==> src/rtl/uitf_pkg.sv <==
// Package with the shared constants and codes of the UART receive idle-timeout framer.
`default_nettype none
package uitf_pkg;

  // Default number of bytes that one frame can hold.
  localparam int unsigned BufferDepth = 64;

  // Width of the timeout register and its value after reset.
  localparam int unsigned TimeoutWidth = 16;
  localparam logic [TimeoutWidth-1:0] TimeoutReset = 16'd1000;

  // The idle count is 17 bits wide and saturates at its maximum.
  localparam int unsigned IdleWidth = 17;
  localparam logic [IdleWidth-1:0] IdleMax = 17'h1FFFF;

  // Payload widths of the input and result fields.
  localparam int unsigned OpWidth     = 2;
  localparam int unsigned ByteWidth   = 8;
  localparam int unsigned LengthWidth = 7;

  // Operation codes carried by the input beat.
  typedef enum logic [OpWidth-1:0] {
    OpByte = 2'd0,
    OpTick = 2'd1,
    OpTake = 2'd2
  } op_e;

endpackage
`default_nettype wire

==> src/rtl/uitf_ram.sv <==
// Generic single-write, single-read RAM with a registered, enabled read port.
`default_nettype none
module uitf_ram #(
  parameter int unsigned Width = 8,
  parameter int unsigned Depth = 128
) (
  input  wire logic                     clk_i,
  input  wire logic                     we_i,
  input  wire logic [$clog2(Depth)-1:0] waddr_i,
  input  wire logic [Width-1:0]         wdata_i,
  input  wire logic                     re_i,
  input  wire logic [$clog2(Depth)-1:0] raddr_i,
  output logic      [Width-1:0]         rdata_o
);

  logic [Width-1:0] mem_q [Depth];

  // Write port.
  always_ff @(posedge clk_i) begin
    if (we_i) begin
      mem_q[waddr_i] <= wdata_i;
    end
  end

  // Read port; the data holds while no read is issued.
  always_ff @(posedge clk_i) begin
    if (re_i) begin
      rdata_o <= mem_q[raddr_i];
    end
  end

endmodule
`default_nettype wire

==> src/rtl/uart_rx_idle_timeout_framer.sv <==
// Top level of the UART receive framer that closes frames on a full buffer or an idle timeout.
`default_nettype none
// Each input beat is a received byte, a time tick or a take request. Bytes and ticks are taken
// without stalling the input, also while a result beat waits on the output. A take request
// holds the input stalled while it runs: it emits the saved frame at one byte per cycle from
// the RAM read port while the output is not stalled (one beat carrying no_frame if nothing is
// saved), and the input stays stalled until the last beat of the take has been issued. The
// receive and save buffers are two banks of one RAM of 2 * 2**clog2(BUFFER_DEPTH) bytes;
// moving a closed frame to the save side swaps the banks on the tick, so no copy is made and
// no clearing pass follows reset.
module uart_rx_idle_timeout_framer #(
  parameter int unsigned BUFFER_DEPTH = uitf_pkg::BufferDepth
) (
  input  wire logic                                 clk_i,
  input  wire logic                                 rst_ni,
  // Input channel.
  input  wire logic                                 in_valid_i,
  output logic                                      in_stall_o,
  input  wire logic [uitf_pkg::OpWidth-1:0]         operation_i,
  input  wire logic [uitf_pkg::ByteWidth-1:0]       byte_value_i,
  // Result channel.
  output logic                                      out_valid_o,
  input  wire logic                                 out_stall_i,
  output logic      [uitf_pkg::ByteWidth-1:0]       frame_byte_o,
  output logic      [uitf_pkg::LengthWidth-1:0]     frame_length_o,
  output logic                                      last_of_frame_o,
  output logic                                      no_frame_o,
  // Configuration channel for the timeout register.
  input  wire logic                                 cfg_valid_i,
  output logic                                      cfg_ready_o,
  input  wire logic [uitf_pkg::TimeoutWidth-1:0]    cfg_data_i
);

  localparam int unsigned AddrWidth  = $clog2(BUFFER_DEPTH);
  localparam int unsigned CountWidth = $clog2(BUFFER_DEPTH + 1);
  localparam int unsigned RamDepth   = 2 * (2 ** AddrWidth);
  localparam logic [CountWidth-1:0] LastIndex = CountWidth'(BUFFER_DEPTH - 1);

  // Control and counter registers.
  logic [uitf_pkg::TimeoutWidth-1:0] timeout_q, timeout_d;
  logic [CountWidth-1:0]             rx_count_q, rx_count_d;
  logic [CountWidth-1:0]             save_count_q, save_count_d;
  logic [CountWidth-1:0]             take_idx_q, take_idx_d;
  logic [uitf_pkg::IdleWidth-1:0]    idle_q, idle_d;
  logic                              receiving_q, receiving_d;
  logic                              frame_done_q, frame_done_d;
  logic                              rx_bank_q, rx_bank_d;
  logic                              busy_q, busy_d;
  logic                              out_valid_q, out_valid_d;

  // Result payload registers beside the RAM read data.
  logic [uitf_pkg::LengthWidth-1:0]  length_q, length_d;
  logic                              last_q, last_d;
  logic                              no_frame_q, no_frame_d;

  // RAM ports.
  logic                              ram_we;
  logic [AddrWidth:0]                ram_waddr;
  logic                              ram_re;
  logic [AddrWidth:0]                ram_raddr;
  logic [uitf_pkg::ByteWidth-1:0]    ram_rdata;

  logic                              in_accept;
  logic                              out_free;
  logic [uitf_pkg::IdleWidth-1:0]    idle_next;
  logic [CountWidth+uitf_pkg::LengthWidth-1:0] save_count_ext;
  uitf_pkg::op_e                     op;

  assign op          = uitf_pkg::op_e'(operation_i);
  assign in_stall_o  = busy_q;
  assign in_accept   = in_valid_i & ~busy_q;
  assign out_free    = ~out_valid_q | ~out_stall_i;
  assign cfg_ready_o = 1'b1;

  // The frame length is the save count masked to the width of the field.
  assign save_count_ext = {{uitf_pkg::LengthWidth{1'b0}}, save_count_q};

  // Idle count after this tick, saturating at its maximum.
  always_comb begin
    idle_next = idle_q;
    if (receiving_q && (idle_q != uitf_pkg::IdleMax)) begin
      idle_next = idle_q + 1'b1;
    end
  end

  // Main control: config, byte storage, tick service, take sequencing and the output register.
  always_comb begin
    timeout_d    = timeout_q;
    rx_count_d   = rx_count_q;
    save_count_d = save_count_q;
    take_idx_d   = take_idx_q;
    idle_d       = idle_q;
    receiving_d  = receiving_q;
    frame_done_d = frame_done_q;
    rx_bank_d    = rx_bank_q;
    busy_d       = busy_q;
    out_valid_d  = out_valid_q;
    length_d     = length_q;
    last_d       = last_q;
    no_frame_d   = no_frame_q;
    ram_we       = 1'b0;
    ram_waddr    = {rx_bank_q, rx_count_q[AddrWidth-1:0]};
    ram_re       = 1'b0;
    ram_raddr    = {~rx_bank_q, take_idx_q[AddrWidth-1:0]};

    if (cfg_valid_i) begin
      timeout_d = cfg_data_i;
    end

    // A waiting result beat leaves when the receiver takes it.
    if (out_valid_q && !out_stall_i) begin
      out_valid_d = 1'b0;
    end

    if (in_accept) begin
      case (op)
        uitf_pkg::OpByte: begin
          if (!frame_done_q) begin
            receiving_d = 1'b1;
            idle_d      = '0;
            ram_we      = 1'b1;
            rx_count_d  = rx_count_q + 1'b1;
            if (rx_count_q == LastIndex) begin
              frame_done_d = 1'b1;
            end
          end
        end
        uitf_pkg::OpTick: begin
          idle_d = idle_next;
          if (frame_done_q ||
              (receiving_q && (idle_next > {1'b0, timeout_q}))) begin
            frame_done_d = 1'b1;
            if (save_count_q == '0) begin
              // Swap banks: the closed frame becomes the saved one.
              rx_bank_d    = ~rx_bank_q;
              save_count_d = rx_count_q;
              rx_count_d   = '0;
              receiving_d  = 1'b0;
              frame_done_d = 1'b0;
              idle_d       = '0;
            end
          end
        end
        uitf_pkg::OpTake: begin
          busy_d     = 1'b1;
          take_idx_d = '0;
        end
        default: begin
        end
      endcase
    end

    // Take sequencer: one result beat per cycle while the output register is free.
    if (busy_q && out_free) begin
      out_valid_d = 1'b1;
      if (save_count_q == '0) begin
        length_d   = '0;
        last_d     = 1'b0;
        no_frame_d = 1'b1;
        busy_d     = 1'b0;
      end else begin
        ram_re     = 1'b1;
        length_d   = save_count_ext[uitf_pkg::LengthWidth-1:0];
        no_frame_d = 1'b0;
        last_d     = (take_idx_q == save_count_q - 1'b1);
        take_idx_d = take_idx_q + 1'b1;
        if (take_idx_q == save_count_q - 1'b1) begin
          busy_d       = 1'b0;
          save_count_d = '0;
        end
      end
    end
  end

  // Control registers.
  always_ff @(posedge clk_i or negedge rst_ni) begin
    if (!rst_ni) begin
      timeout_q    <= uitf_pkg::TimeoutReset;
      rx_count_q   <= '0;
      save_count_q <= '0;
      take_idx_q   <= '0;
      idle_q       <= '0;
      receiving_q  <= 1'b0;
      frame_done_q <= 1'b0;
      rx_bank_q    <= 1'b0;
      busy_q       <= 1'b0;
      out_valid_q  <= 1'b0;
    end else begin
      timeout_q    <= timeout_d;
      rx_count_q   <= rx_count_d;
      save_count_q <= save_count_d;
      take_idx_q   <= take_idx_d;
      idle_q       <= idle_d;
      receiving_q  <= receiving_d;
      frame_done_q <= frame_done_d;
      rx_bank_q    <= rx_bank_d;
      busy_q       <= busy_d;
      out_valid_q  <= out_valid_d;
    end
  end

  // Result payload registers.
  always_ff @(posedge clk_i) begin
    length_q   <= length_d;
    last_q     <= last_d;
    no_frame_q <= no_frame_d;
  end

  // Both frame buffers live in the two banks of one RAM.
  uitf_ram #(
    .Width (uitf_pkg::ByteWidth),
    .Depth (RamDepth)
  ) u_buf_ram (
    .clk_i   (clk_i),
    .we_i    (ram_we),
    .waddr_i (ram_waddr),
    .wdata_i (byte_value_i),
    .re_i    (ram_re),
    .raddr_i (ram_raddr),
    .rdata_o (ram_rdata)
  );

  // Result outputs; an empty take shows a zero byte.
  assign out_valid_o     = out_valid_q;
  assign frame_byte_o    = no_frame_q ? '0 : ram_rdata;
  assign frame_length_o  = length_q;
  assign last_of_frame_o = last_q;
  assign no_frame_o      = no_frame_q;

endmodule
`default_nettype wire

==> config.mk <==
export PLATFORM = sky130hd
export DESIGN_NAME = uart_rx_idle_timeout_framer
export DESIGN_NICKNAME = d
export VERILOG_FILES = /design/src/rtl/uitf_pkg.sv /design/src/rtl/uitf_ram.sv /design/src/rtl/uart_rx_idle_timeout_framer.sv
export SDC_FILE = /design/constraint.sdc
export NUM_CORES = 1
export LEC_CHECK = 0
export BUFFER_PORTS_ARGS = -buffer_cell sky130_fd_sc_hd__buf_4
export CORE_ASPECT_RATIO = 1.1
export CORE_MARGIN = 3
export CORE_UTILIZATION = 57
export DETAILED_ROUTE_END_ITERATION = 10
export PLACE_DENSITY = 0.76
export SETUP_SLACK_MARGIN = 0.02
export SYNTH_ARGS = -nofsm -noshare
export SYNTH_HDL_FRONTEND = slang
export SYNTH_SLANG_ARGS = --single-unit
==> constraint.sdc <==
create_clock -name clk_i -period 4.15 [get_ports clk_i]
set_clock_uncertainty 0.15 [all_clocks]
set_input_delay 0.415 -clock clk_i [delete_from_list [all_inputs] [get_ports clk_i]]
set_output_delay 0.415 -clock clk_i [all_outputs]
set_load 0.02 [all_outputs]
==> metrics.md, run 1 <==
| Metric | Value |
|---|---|
| Measured slew at the worst slew-check pin | `1.057 ns` |
| Hold EP | `timeout_q[13]` |
| Worst Path Required | `4.54 ns` |
| HP Class | `input pin to flop` |
| Row count | `106` |
| Placer Congestion | `0.8192` |
| Status | `complete, no violations` |
| Die footprint | `80,530 um^2` |
| Slew Limit Fails | `0` |
| ANT cells | `0` |
| Sw power | `6.674 mW` |
| CTS Buffer Depth | `3` |
| Cell taking the most area after synthesis | `edfxtp_1` |
| Sequential-to-total area share from yosys stat | `0.7445` |
| Post-route clock period utilization | `0.9579` |
| Cell Count, Final, Fillers Out | `3,556` |
| CP arrival | `4.37 ns` |
| Power density cells | `532.9 nW/um^2` |
| Post-route ant nets | `0` |
| Final nets | `2,499` |
| Reg2reg start | `idle_q[0]` |
| Placed insts | `3,315` |
| Metal2 WL | `49,670 um` |
| Min Hold Slack | `0.03538 ns` |
| Routed met3 length | `9487 um` |
| Distinct cell type count after synthesis | `64` |
| Final Cell Area | `50,330 um^2` |
| Ys Warns | `0` |
| Die Span X | `270.8 um` |
| CTS Sinks | `1,100` |
| Gate Count Post-Synth | `2,229` |
| Post-synth EDFFs | `1,041` |
| Area share of the largest cell type after synthesis | `0.7108` |
| Syn Area/Cell | `19.73 um^2` |
| Worst hold start | `cfg_valid_i` |
| LEAKAGE | `15.96 nW` |
| Routed WL | `102,000 um` |
| Main synth FF type | `edfxtp_1` |
| Reg2reg end | `idle_q[4]` |
| Half-perimeter wire length after detailed placement | `61,860 um` |
| Period minus WS final | `3.975 ns` |
| Clk pin slew, worst setup/hold paths | `0.06 ns` |
| Grt total ovfl | `0` |
| FF+latch count, synth | `1,100` |
| Layout cells sized above 1 | `0.2731` |
| Vias in the first global route | `23,480` |
| Post-Syn Area | `43,980 um^2` |
| Chip Height | `297.3 um` |
| Synth-to-Final Area Change | `14.43%` |
| Register-to-Register Path Depth | `18` |
| Core Area | `76,260 um^2` |
| Via density | `6.412` |
| PnR worst setup slack | `0.1748 ns` |
| Vias | `22,800` |
| Worst skew pair latency | `0.67 ns` |
| Critical Path Sink Type | `flop` |
| Drt pass-1 iters | `5` |
| Met1 Wirelength | `38,770 um` |
| Worst reg2reg setup slack | `0.17 ns` |
| Fillers | `4,759` |
| CTS Buf Count | `102` |
| Crit Path Max Fanout | `5` |
| Internal | `20.15 mW` |
| Commonest non-fill, non-tap cells in the layout | `1,041 x edfxtp_1, 285 x mux4_2, 181 x buf_4` |
| Combinational Power Share | `0.167` |
| Total of max-cap violations | `0` |
| Sequential Power Share | `0.469` |
| Clock power share | `0.363` |
| # H-tree levels | `3` |
| Overall Power | `26.82 mW` |
| Initial Util | `0.5767` |
| # port buffers | `49` |
| Top Metal Used | `met5` |
| Dpl cell area | `46,210 um^2` |
| Initial antenna violation count | `2` |
| Syn Nets | `2,281` |
| CP startpoint kind | `flop` |
| DP Worst Slack | `-0.1265 ns` |
| Critical path type | `flop to flop` |
| First-pass GRT wire length | `154,800 um` |
| Switching share of power | `0.2489` |
| CTS root buf | `clkbuf_16` |
| Commonest non-fill, non-tap cell in the layout | `edfxtp_1` |
| Unrepaired setup endpoints after global routing | `yes` |
| Largest cells by area after synthesis | `edfxtp_1 71%, mux4_2 15%, dfrtp_1 3.0%` |
| Asr flop ratio synth | `0.05364` |
| Final setup fails | `0` |
| 1st-iter DRT viols | `2,902` |
| Pin count of the biggest net entering global routing | `94` |
| Final Hold Viols | `0` |
| Worst Hold Depth | `3` |
| Rel. slew slack | `0.2953` |
| Ports | `51` |
| F_max | `251.6 MHz` |
| Worst vdd ir | `354.0 uV` |
| CTS tree | `yes` |
| WL/cell | `28.70 um` |
| GRT Total Usage | `0.2585` |
| DRC Markers | `0` |
==> per-stage QoR <==
| stage | setup TNS, ns | util |
|---|---|---|
| CTS | 0 | 0.6579 |
| global route | -0.2058 | 0.6599 |
| finish | 0 | 0.6599 |
| floorplan | 0 | - |
| detailed placement | -0.5529 | 0.6059 |
| global placement | -0.4818 | 0.6059 |
==> final cells by class <==
class | count | area [um^2] | area share
clock buffers | 119 | 2669 | 0.05303
clock inverters | 68 | 832.0 | 0.01653
inverters | 28 | 105.1 | 0.002088
multi-input cells | 976 | 10600 | 0.2106
flip-flops and latches | 1100 | 32760 | 0.6509
well taps | 1026 | 1284 | 0.02551
repair buffers | 239 | 2079 | 0.04132
==> cells in the mapped netlist (7+ instances only) <==
cell and instances:
a211oi_1 20, a21oi_1 33, a31oi_1 16, buf_1 11
buf_2 30, buf_4 21, buf_6 7, clkbuf_1 56
dfrtp_1 53, edfxtp_1 1041, ha_1 21, inv_1 27
mux2_2 8, mux2i_1 48, mux4_2 285, nand2_1 85
nand2b_1 15, nand3_1 30, nand4_1 8, nor2_1 176
nor2b_1 41, nor3_1 24, o211ai_1 7, o21ai_0 49
o31ai_1 8, xnor2_1 17, xor2_1 9
==> logic make-up after synthesis <==
family,share of synthesized area
XOR/XNOR,0.005178
AO/OA/AOI/OAI,0.02430
adder cells (fa/ha/maj),0.005974
buffers and inverters,0.01690
flip-flops,0.7445
AND/OR/NAND/NOR,0.04413
multiplexers,0.1589
other,0.00008527
==> per-layer routing <==
metal / track usage / up-vias
met1: 0.3648 / 11880
li1: - / 9474
met3: 0.04606 / 227
met4: 0.1041 / 2
met2: 0.4081 / 1222
met5: 0 / -
==> worst max-delay path: stages, from the launching register on <==
cell and delay [ns]:
dfrtp_1 0.39, ha_1 0.22, and3_1 0.22, nand3_1 0.11, nor3_2 0.06, ha_2 0.19
nor2b_2 0.14, nand4_1 0.23, buf_4 0.23, nor2b_1 0.13, xor2_1 0.10, ha_1 0.30
nand4_1 0.15, a2111o_1 0.37, o211a_1 0.29, buf_4 0.14, buf_4 0.14, o21ai_0 0.18
o211ai_1 0.10
==> timing repair <==
action / 4_1_cts / 5_1_grt
hold buffers: 44 / 0
setup endpoints to repair: 13 / 34
hold endpoints to repair: 75 / 0
buffers inserted: 2 / 8
pin swaps: 1 / 8
resized for setup: 3 / 22
==> worst max-delay path by stage <==
stage / end / depth (start not counted) / start / slack, ns
CTS: idle_q[12] / 17 / idle_q[0] / 0.02
global placement: save_count_q[5] / 17 / idle_q[8] / -0.09
global route: save_count_q[2] / 19 / idle_q[0] / -0.04
detailed placement: save_count_q[4] / 15 / idle_q[0] / -0.13
floorplan: save_count_q[2] / 16 / idle_q[0] / 0.07
finish: idle_q[4] / 18 / idle_q[0] / 0.17
==> state kept, by name, summed over array words and instances, names as in the netlist, 7 cells and up <==
signal / cells
frame_length_o: 7
idle_q: 17
rx_count_q: 7
save_count_q: 7
take_idx_q: 7
timeout_q: 16
u_buf_ram.mem_q: 1024
u_buf_ram.rdata_o: 8
==> power by group through the flow <==
stage,sequential [mW],clock [mW],combinational [mW]
global placement,12.8,0,4.33
CTS,12.6,9.86,4.49
global route,12.6,10.3,4.79
floorplan,12.7,0,3.08
finish,12.6,9.74,4.49
detailed placement,12.8,0,4.40
(Power assumes the default switching activity.)
==> run 2, diff against run 1 <==
BUFFER_PORTS_ARGS = default   (was -buffer_cell sky130_fd_sc_hd__buf_4)
DONT_BUFFER_PORTS = 1   (was default)
PLACE_DENSITY = 0.75   (was 0.76)
==> run 2 against run 1 <==
The flow now finishes with violations (negative hold slack). First-iteration DRC count increased by 5.3%. Global-route usage decreased by 0.43 points. Sequential share of layout area increased by 0.73 points. Wire length decreased by 0.55%. Largest cell class unchanged. Highest routed layer is now met4.
==> metrics.md, run 2 (synthesized netlist as in run 1, its figures left out) <==
| Metric | Value |
|---|---|
| Max FFs per register | `1,024` |
| DRC Markers | `0` |
| Pin count of the biggest net entering global routing | `129` |
| Commonest non-fill, non-tap cells in the layout | `1,041 x edfxtp_1, 285 x mux4_2, 172 x nor2_1` |
| # H-tree levels | `3` |
| Cell Count, Final, Fillers Out | `3,478` |
| Rel. slew slack | `0.3822` |
| Overall Power | `26.55 mW` |
| Die footprint | `80,530 um^2` |
| Crit path max-delay family | `simple AND/OR/NAND/NOR gates` |
| Status | `finished with violations` |
| Failing checks | `negative hold slack` |
| ANT cells | `0` |
| Multi-input gate area | `10,650 um^2` |
| Worst skew pair latency | `0.66 ns` |
| Placed insts | `3,235` |
| CTS Sinks | `1,100` |
| Slowest cell delay on critical path | `0.43 ns` |
| Half-perimeter wire length after detailed placement | `59,420 um` |
| Total of max-cap violations | `0` |
| Slew Limit Fails | `0` |
| Final nets | `2,413` |
| Critical Path Sink Type | `flop` |
| Register-to-Register Path Depth | `17` |
| Layout cells sized above 1 | `0.2553` |
| Via density | `6.500` |
| Final Cell Area | `49,770 um^2` |
| Measured slew at the worst slew-check pin | `0.9236 ns` |
| Worst vdd ir | `427.4 uV` |
| Fillers | `4,785` |
| Chip Height | `297.3 um` |
| Power density cells | `533.5 nW/um^2` |
| CTS root buf | `clkbuf_16` |
| Initial Util | `0.5767` |
| CP startpoint kind | `flop` |
| 1st-iter DRT viols | `3,057` |
| Hold EP | `u_buf_ram.mem_q[47][3]` |
| Worst Hold Depth | `1` |
| Dpl cell area | `45,580 um^2` |
| Clk pin slew, worst setup/hold paths | `0.06 ns` |
| CP bufs+invs | `2` |
| Biggest register | `u_buf_ram.mem_q` |
| Synth-to-Final Area Change | `13.17%` |
| Initial antenna violation count | `0` |
| Reg2reg end | `rx_count_q[3]` |
| Reg2reg start | `idle_q[0]` |
| Core Area | `76,260 um^2` |
| WL/cell | `29.18 um` |
| CTS tree | `yes` |
| Worst hold start | `byte_value_i[3]` |
| Post-route ant nets | `0` |
| GRT Total Usage | `0.2542` |
| CTS Buf Count | `105` |
| LEAKAGE | `15.63 nW` |
| Post-route clock period utilization | `0.9752` |
| Placer Congestion | `0.8683` |
| Final core utilization | `0.6526` |
| Final setup fails | `0` |
| Vias | `22,610` |
| Drt pass-1 iters | `6` |
| Commonest non-fill, non-tap cell in the layout | `edfxtp_1` |
| F_max | `247.1 MHz` |
| FF/Latch Area | `32,760 um^2` |
| Ports | `51` |
| Critical path, cell by cell | `ha_1, and3_4, nand3_1, nor3_2, ha_2, nor2b_4, nand4_1, buf_4, nor2b_2, xor2_2, ha_1, nand4_1, a2111o_1, o211a_1, buf_4, nor3_4, a31oi_1` |
| Min Hold Slack | `-0.01556 ns` |
| First-pass GRT wire length | `151,700 um` |
| Routed WL | `101,500 um` |
| CP arrival | `4.38 ns` |
| Crit Path Max Fanout | `8` |
| Worst Path Required | `4.48 ns` |
| HP Class | `input pin to flop` |
| Final Hold Viols | `4` |
| Vias in the first global route | `23,080` |
| CTS Buffer Depth | `3` |
| Critical path's slowest cell | `a2111o_1` |
| Grt total ovfl | `0` |
| Die Span X | `270.8 um` |
| Row count | `106` |
| Top flop regs | `u_buf_ram.mem_q: 1024 flops, idle_q: 17 flops, timeout_q: 16 flops` |
| Period minus WS final | `4.047 ns` |
| Critical path type | `flop to flop` |
| # port buffers | `0` |
| Worst reg2reg setup slack | `0.10 ns` |
## run 2: per-layer routing
layer  routed length, um  track usage  part of all wire  vias up
met3                9806      0.05324             0.097      203
met2               49340       0.3986              0.49     1283
met5                   0            0                 0        -
met1               38520       0.3581              0.38    11790
li1                    -            -                 -     9330
met4                3814      0.09687             0.038        0
## run 2: timing repair
action | in CTS | in global routing
setup buffers | 2 | 12
hold endpoints to repair | 1110 | 0
gates resized for setup | 1 | 35
setup endpoints to repair | 23 | 34
pin swaps | 1 | 16
hold buffers | 31 | 0
## run 2: power by group
group          switching (mW)  internal, mW
Sequential              0.301          12.3
Combinational            2.30          2.06
Clock                    4.05          5.51
Total                    6.65          19.9
## run 2: final cells by class
cell class                      instances  share of cell area
Multi-Input combinational cell        976              0.2140
Sequential cell                      1100              0.6582
Tap cell                             1026             0.02579
Clock inverter                         73             0.01390
Inverter                               28            0.002112
Timing Repair Buffer                  150             0.03037
Clock buffer                          125             0.05558
## run 2: worst max path at each step
stage	from	end	slack, ns	cells past startpoint
after floorplan	idle_q[0]	save_count_q[2]	0.07	16
after global placement	idle_q[0]	save_count_q[4]	0.01	18
after detailed placement	idle_q[8]	save_count_q[5]	-0.06	17
after CTS	idle_q[8]	save_count_q[5]	0.02	18
after global routing	idle_q[0]	rx_count_q[5]	-0.10	17
final	idle_q[0]	rx_count_q[3]	0.10	17
## run 2: stage by stage
step / setup slack, ns / hold slack, ns / TNS (ns)
finish: 0.1029 / -0.01556 / 0
global route: -0.1036 / 0.03560 / -1.059
CTS: 0.02047 / 0.01828 / 0
detailed placement: -0.05686 / -0.02907 / -0.3721
global placement: 0.01417 / -0.02906 / 0
floorplan: 0.06712 / -0.03059 / 0
## run 2: worst register-to-register path: cells and delay by family (launching register included)
kind	cells	cell delay (ns)
AO/OA/AOI/OAI	3	0.86
adder cells (fa/ha/maj)	3	0.73
XOR/XNOR	1	0.10
buffers and inverters	2	0.39
flip-flops	1	0.38
AND/OR/NAND/NOR	8	1.28
